===== src/rtl/chct_pkg.sv =====
// Shared types and constants for the charge hour countdown timer.
package chct_pkg;

  localparam int unsigned HOURS_W   = 3;
  localparam int unsigned COUNT_W   = 16;
  localparam int unsigned RH_W      = 8;
  localparam int unsigned CFG_IDX_W = 8;

  typedef logic [HOURS_W-1:0] hours_t;
  typedef logic [COUNT_W-1:0] count_t;
  typedef logic [RH_W-1:0]    rhours_t;
  typedef logic [CFG_IDX_W-1:0] cfg_idx_t;

  // Hour count that wraps back to zero
  localparam hours_t HOURS_LIMIT = 3'd6;
  localparam hours_t HOURS_MAX   = 3'd5;

  // Register reset values
  localparam count_t TPH_RESET  = 16'd13786;
  localparam count_t SAVE_RESET = 16'd3446;
  localparam count_t COUNT_MAX  = 16'hFFFF;

  // Register indexes
  localparam cfg_idx_t REG_TICKS_PER_HOUR = 8'd0;
  localparam cfg_idx_t REG_SAVE_INTERVAL  = 8'd1;

  // Request opcodes
  typedef enum logic [1:0] {
    OP_TICK    = 2'd0,
    OP_PRESS   = 2'd1,
    OP_RESTORE = 2'd2,
    OP_NOP     = 2'd3
  } op_t;

  // One result
  typedef struct packed {
    hours_t hours;
    logic   charge_on;
    logic   save_valid;
    hours_t save_hours;
    count_t save_count;
  } res_t;

endpackage


===== src/rtl/charge_hour_countdown_timer.sv =====
// Charge hour countdown timer: state update, result register and skid stage.
//
// Usage:
//   Requests enter on in_valid/in_ready: opcode (tick, press, restore, nop)
//   with restore_hours/restore_count used only by restore. Every request
//   yields exactly one result on out_valid/out_ready: hours left, LEDs lit,
//   charge enable and an optional checkpoint (save_valid, save_hours,
//   save_count; the latter two are zero without a checkpoint).
//   Registers ticks_per_hour (index 0) and save_interval (index 1) are
//   written on cfg_valid/cfg_ready; cfg_ready is always high. Write them
//   only while the block is idle.
//   Each accepted request's result is registered (result or skid register).
//   Throughput: one request per cycle while in_ready is high; the hour/count state
//   is updated in the accepting cycle by a single increment-and-compare pass.
//   When the receiver stalls, a second result is held in a skid register;
//   in_ready drops only while both result and skid registers are full.
//   Reset clears hours and count, loads the register defaults and empties
//   the output stages.
module charge_hour_countdown_timer (
  input  logic              clk,
  input  logic              rst,
  input  logic              in_valid,
  output logic              in_ready,
  input  logic [1:0]        opcode,
  input  chct_pkg::rhours_t restore_hours,
  input  chct_pkg::count_t  restore_count,
  output logic              out_valid,
  input  logic              out_ready,
  output chct_pkg::hours_t  hours_remaining,
  output chct_pkg::hours_t  leds_lit,
  output logic              charge_on,
  output logic              save_valid,
  output chct_pkg::hours_t  save_hours,
  output chct_pkg::count_t  save_count,
  input  logic              cfg_valid,
  output logic              cfg_ready,
  input  chct_pkg::cfg_idx_t cfg_index,
  input  chct_pkg::count_t  cfg_data
);
  import chct_pkg::*;

  // Configuration, with the 2x and 3x interval products kept alongside
  count_t              ticks_per_hour;
  count_t              save_interval;
  logic [COUNT_W:0]    save_x2;
  logic [COUNT_W+1:0]  save_x3;

  // Timer state
  hours_t hours_left, hours_left_next;
  count_t tick_count, tick_count_next;

  // Output stages
  logic   res_valid, skid_valid;
  res_t   res, skid, res_new;
  logic   accept;
  logic   save_new;

  // Combinational helpers
  op_t    op;
  logic   running;
  count_t cnt_inc;
  logic   interval_hit;
  logic   raw_too_big;
  hours_t rest_hours;
  logic   rest_running;

  assign cfg_ready = 1'b1;

  // Config writes
  always_ff @(posedge clk) begin
    if (rst) begin
      ticks_per_hour <= TPH_RESET;
      save_interval  <= SAVE_RESET;
      save_x2        <= {SAVE_RESET, 1'b0};
      save_x3        <= {2'b00, SAVE_RESET} + {1'b0, SAVE_RESET, 1'b0};
    end else if (cfg_valid) begin
      if (cfg_index == REG_TICKS_PER_HOUR) begin
        ticks_per_hour <= cfg_data;
      end else if (cfg_index == REG_SAVE_INTERVAL) begin
        save_interval <= cfg_data;
        save_x2       <= {cfg_data, 1'b0};
        save_x3       <= {2'b00, cfg_data} + {1'b0, cfg_data, 1'b0};
      end
    end
  end

  // Next state and result for the incoming request
  always_comb begin
    op           = op_t'(opcode);
    running      = (hours_left != '0) && (hours_left <= HOURS_MAX);
    cnt_inc      = (tick_count == COUNT_MAX) ? tick_count : tick_count + 16'd1;
    interval_hit = (save_interval != '0) &&
                   ((cnt_inc == save_interval) ||
                    ({1'b0, cnt_inc} == save_x2) ||
                    ({2'b00, cnt_inc} == save_x3));
    raw_too_big  = restore_hours >= RH_W'(HOURS_LIMIT);
    rest_hours   = raw_too_big ? '0 : restore_hours[HOURS_W-1:0];
    rest_running = (rest_hours != '0);

    hours_left_next = hours_left;
    tick_count_next = tick_count;
    save_new        = 1'b0;

    unique case (op)
      OP_TICK: begin
        if (running) begin
          tick_count_next = cnt_inc;
          save_new        = interval_hit;
          if (cnt_inc >= ticks_per_hour) begin
            tick_count_next = '0;
            hours_left_next = hours_left - 3'd1;
            save_new        = 1'b1;
          end
        end
      end
      OP_PRESS: begin
        if (running) tick_count_next = '0;
        hours_left_next = (hours_left >= HOURS_MAX) ? '0 : hours_left + 3'd1;
        save_new        = 1'b1;
      end
      OP_RESTORE: begin
        hours_left_next = rest_hours;
        tick_count_next = (restore_count > ticks_per_hour) ? '0 : restore_count;
        save_new        = raw_too_big || rest_running;
      end
      OP_NOP: begin
      end
      default: begin
      end
    endcase

    res_new.hours      = hours_left_next;
    res_new.charge_on  = (hours_left_next != '0);
    res_new.save_valid = save_new;
    res_new.save_hours = save_new ? hours_left_next : '0;
    res_new.save_count = save_new ? tick_count_next : '0;
  end

  assign in_ready = !skid_valid;
  assign accept   = in_valid && in_ready;

  // State update
  always_ff @(posedge clk) begin
    if (rst) begin
      hours_left <= '0;
      tick_count <= '0;
    end else if (accept) begin
      hours_left <= hours_left_next;
      tick_count <= tick_count_next;
    end
  end

  // Result register with skid stage
  always_ff @(posedge clk) begin
    if (rst) begin
      res_valid  <= 1'b0;
      skid_valid <= 1'b0;
    end else if (res_valid && !out_ready) begin
      if (accept) begin
        skid_valid <= 1'b1;
      end
    end else if (skid_valid) begin
      res_valid  <= 1'b1;
      skid_valid <= 1'b0;
    end else begin
      res_valid <= accept;
    end
  end

  always_ff @(posedge clk) begin
    if (res_valid && !out_ready) begin
      if (accept) skid <= res_new;
    end else if (skid_valid) begin
      res <= skid;
    end else if (accept) begin
      res <= res_new;
    end
  end

  assign out_valid       = res_valid;
  assign hours_remaining = res.hours;
  assign leds_lit        = res.hours;
  assign charge_on       = res.charge_on;
  assign save_valid      = res.save_valid;
  assign save_hours      = res.save_hours;
  assign save_count      = res.save_count;

  // Checks
  a_skid_implies_res: assert property (@(posedge clk) disable iff (rst)
    skid_valid |-> res_valid)
    else $error("skid full while result register empty");

  a_hours_range: assert property (@(posedge clk) disable iff (rst)
    hours_left <= HOURS_MAX)
    else $error("hours_left out of range");

  a_charge_matches_hours: assert property (@(posedge clk) disable iff (rst)
    res_valid |-> (res.charge_on == (res.hours != '0)))
    else $error("charge_on disagrees with hours");

  a_no_save_zero: assert property (@(posedge clk) disable iff (rst)
    (res_valid && !res.save_valid) |-> (res.save_count == '0 && res.save_hours == '0))
    else $error("checkpoint fields nonzero without checkpoint");

  a_accept_loads: assert property (@(posedge clk) disable iff (rst)
    (accept && !skid_valid) |=> res_valid)
    else $error("accepted request produced no result");

endmodule

===== config.mk =====
export PLATFORM = sky130hd
export DESIGN_NAME = charge_hour_countdown_timer
export DESIGN_NICKNAME = d
export VERILOG_FILES = /design/src/rtl/chct_pkg.sv /design/src/rtl/charge_hour_countdown_timer.sv
export SDC_FILE = /design/constraint.sdc
export NUM_CORES = 1
export LEC_CHECK = 0
export BUFFER_PORTS_ARGS = -buffer_cell sky130_fd_sc_hd__buf_2
export CORE_UTILIZATION = 55
export DETAILED_ROUTE_END_ITERATION = 8
export PLACE_DENSITY = 0.75
export SLEW_MARGIN = 0
export SYNTH_ARGS = -nofsm -noshare
export SYNTH_HDL_FRONTEND = slang
export SYNTH_SLANG_ARGS = --single-unit

===== constraint.sdc =====
create_clock -name clk -period 4.3 [get_ports clk]
set_input_delay 0.645 -clock clk [delete_from_list [all_inputs] [get_ports clk]]
set_output_delay 0.645 -clock clk [all_outputs]
set_load 0.05 [all_outputs]

==> run_results.csv <==
group,metric,value,unit
outcome,run_status,"completed",
die,io_pins,85,
timing,relSlewSlack,0.2286,
die,initial_utilization,0.5632,
global_route,grt_use_total,0.3356,
timing,finalClockSkew,14.76,ps
yosys,yosysMostFrequentCell,"nand2_1",
place,place_ws,50.43,ps
clock_tree,cts_root_buffer,"clkbuf_16",
critical_path,endpoint_kind,"register",
global_route,grt_pass1_vias,7450,
critical_path,critPathLaunch,"tick_count[0]",
place,hpwlAfterDp,19940,um
yosys,synth.distinct_cells,97,
yosys,synthesis.area,0.008562,mm^2
pwr,p_leak,0.004083,uW
critical_path,slowest_stage,"or3_4",
global_route,grt_use_met1,0.4377,
yosys,ys_top_cells_by_area,"edfxtp_1 (17%), dfxtp_1 (16%), ha_1 (7.9%)",
clock_tree,cts_max_path_buffers,2,
critical_path,cp.required,4680,ps
critical_path,path_cells,"buf_4 -> nand4_2 -> or3_4 -> a21oi_1 -> o21ai_1 -> buf_4 -> ha_1 -> a21oi_1 -> o21bai_1 -> o31ai_2 -> o21ai_0 -> and2_0 -> buf_4 -> a311oi_1 -> o22ai_2 -> o21ai_0 -> and2_1",
die,fp.dieArea,0.01607,mm^2
cells_and_area,drive_gt1_frac,0.2254,
pwr,p_total,3210,uW
routing,wl,26650,um
routing,wl_per_cell,20.76,um
cells_and_area,fin_area,0.009819,mm^2
timing,layout_min_cycle_time,4139,ps
global_route,grt.busiest_layer,"met2",
global_route,antenna_found_initial,0,
place,placed_cell_area,0.009226,mm^2
cells_and_area,antennaDiodeCount,0,
critical_path,ff2ff_setup_slack,160,ps
global_route,grt_start_max_net_pins,50,
worst_hold_path,min_path_type,"reg -> reg",
yosys,synth_top_area_share,0.1683,
global_route,grt_util_met2,0.5294,
routing,ant_nets,0,
yosys,synth-seq-cells,118,
die,rows,45,
timing,fmax,241.6,MHz
timing,tightest_slew,1156,ps
routing,drc,0,
clock_tree,cts_sinks,118,
cells_and_area,final_nets,1193,
global_route,grt-ovfl-total,0,
die,die-width,126.8,um
yosys,synth_top_cell_by_area,"edfxtp_1",
yosys,yosys-top-cells-count,"nand2_1 (111), nor2_1 (104), dfxtp_1 (70)",
cells_and_area,fillerInstances,1271,
critical_path,crit_top_cell,"buf_4",
cells_and_area,syn_to_final_growth,14.69,%
timing,hold_slack,469.9,ps
place,place.gp.congestion,1.011,
critical_path,path_max_fanout,7,
yosys,synthFlopType,"dfxtp_1",
global_route,grt_use_met3,0.08013,
yosys,ys_warn_count,0,
job,drv_cap,0,
die,core,0.01520,mm^2
routing,drt_iter0_drc,894,
yosys,synthArstFlopShare,0,
die,die_y,126.8,um
timing,slew_viol_final,0,
critical_path,cpPeakStageDelay,430,ps
timing,setup-violations-final,0,
worst_hold_path,min_from,"save_x3[16]",
clock_tree,htreeDepth,4,
routing,drt_pre_antenna_iters,6,
routing,viasPerCell,6.424,
yosys,synth_edf_count,48,
timing,period_share,0.9624,
pwr,power.density,326.9,mW/mm^2
timing,hold_viol,0,
yosys,syn_inst,990,
pwr,ir_worst_vdd,309.1,uV
critical_path,crit_type,"reg -> reg",
clock_tree,cts_buffers,17,
yosys,yosysSeqAreaShare,0.3320,
critical_path,rr_startpoint,"tick_count[0]",
place,io_buffer_count,83,
clock_tree,clkTransAtPathRegs,70,ps
clock_tree,hold_buffers,0,
clock_tree,cts_tree,"done",
yosys,synth_nets,1100,
critical_path,start_kind,"register",
global_route,grt_pass1_wl,40920,um
timing,finalWorstSetupSlack,161.5,ps
clock_tree,insertion_delay,440,ps
critical_path,cp.arrival,4520,ps
routing,num_vias,8248,
yosys,synth_area_per_cell,8.648,um^2
critical path: cells and delay by family, from the launching register on:
family                     cells  cell delay, ps
buffers and inverters          3             480
and+or+nand+nor                4            1020
adders and majority gates      1             300
DFF                            1             350
AOI/OAI and AO/OA              9            1940
area by class of cell:
class / instances / area [um^2] / area share
clock buffer: 17 / 425.4 / 0.04332
clock inverter: 15 / 123.9 / 0.01261
inverter: 51 / 191.4 / 0.01950
multi-input combinational: 752 / 5107 / 0.5201
sequential: 118 / 2845 / 0.2898
tap: 188 / 235.2 / 0.02396
timing repair buffer: 143 / 890.9 / 0.09072
cell families (layout without fill, tap and decap cells):
family	count (synthesis)	after routing	share of synthesized area
flops	118	118	0.3320
compound gates	260	260	0.2192
other cells	1	1	0.0004380
fa+ha+maj	55	55	0.08125
buf+inv	120	226	0.07599
xor+xnor	49	49	0.05173
mux	24	24	0.02937
simple gates	363	363	0.2100
cell usage in the layout, fill, tap and decap left out, types with 28 or more instances in the layout:
cell type,n
nand2_1,111
nor2_1,102
buf_2,83
dfxtp_1,68
buf_4,58
a21oi_1,55
ha_1,54
inv_1,51
edfxtp_1,48
xnor2_1,34
o21ai_0,29
nand3_1,28
power breakdown:
group	total [uW]	leakage, uW	internal (uW)	switching (uW)
sequential	1240	0.00102	1210	30.9
combinational	621	0.00280	220	400
clock	1350	0.000262	749	599
total	3210	0.00408	2180	1030
timing repair:
item                       in CTS  in global routing
gates resized for setup         0                 10
hold endpoints to repair        0                  0
setup endpoints to repair       0                 54
buffers inserted                0                  1
layer usage:
layer	routed length, um	share of wire	up-vias
li1	-	-	3818
met1	10880	0.41	3850
met2	11920	0.45	485
met3	2781	0.10	95
met4	1065	0.040	0
met5	0	0	-
final timing paths:
check,endpoint,depth (start not counted)
max,hours_left[2],17
min,save_x3[16],2
max reg2reg,hours_left[2],17
min reg2reg,save_x3[16],2
per-stage QoR:
step,instances,TNS [ps],util
2_1_floorplan,990,0,-
6_report,1284,0,0.6459
3_3_place_gp,1251,0,0.6069
4_1_cts,1283,0,0.6430
5_1_grt,1284,-238.8,0.6459
3_5_place_dp,1251,0,0.6069
registers in the layout, summed over array words and instances, names as in the netlist:
| signal | cells |
|---|---|
| save_hours | 3 |
| save_valid | 1 |
| skid_valid | 1 |
| hours_remaining | 3 |
| out_valid | 1 |
| hours_left | 3 |
| tick_count | 16 |
| ticks_per_hour | 16 |
| save_x2 | 15 |
| skid | 24 |
| save_count | 16 |
| charge_on | 1 |
| save_x3 | 18 |
No activity file was read; power rests on OpenSTA's default activity.
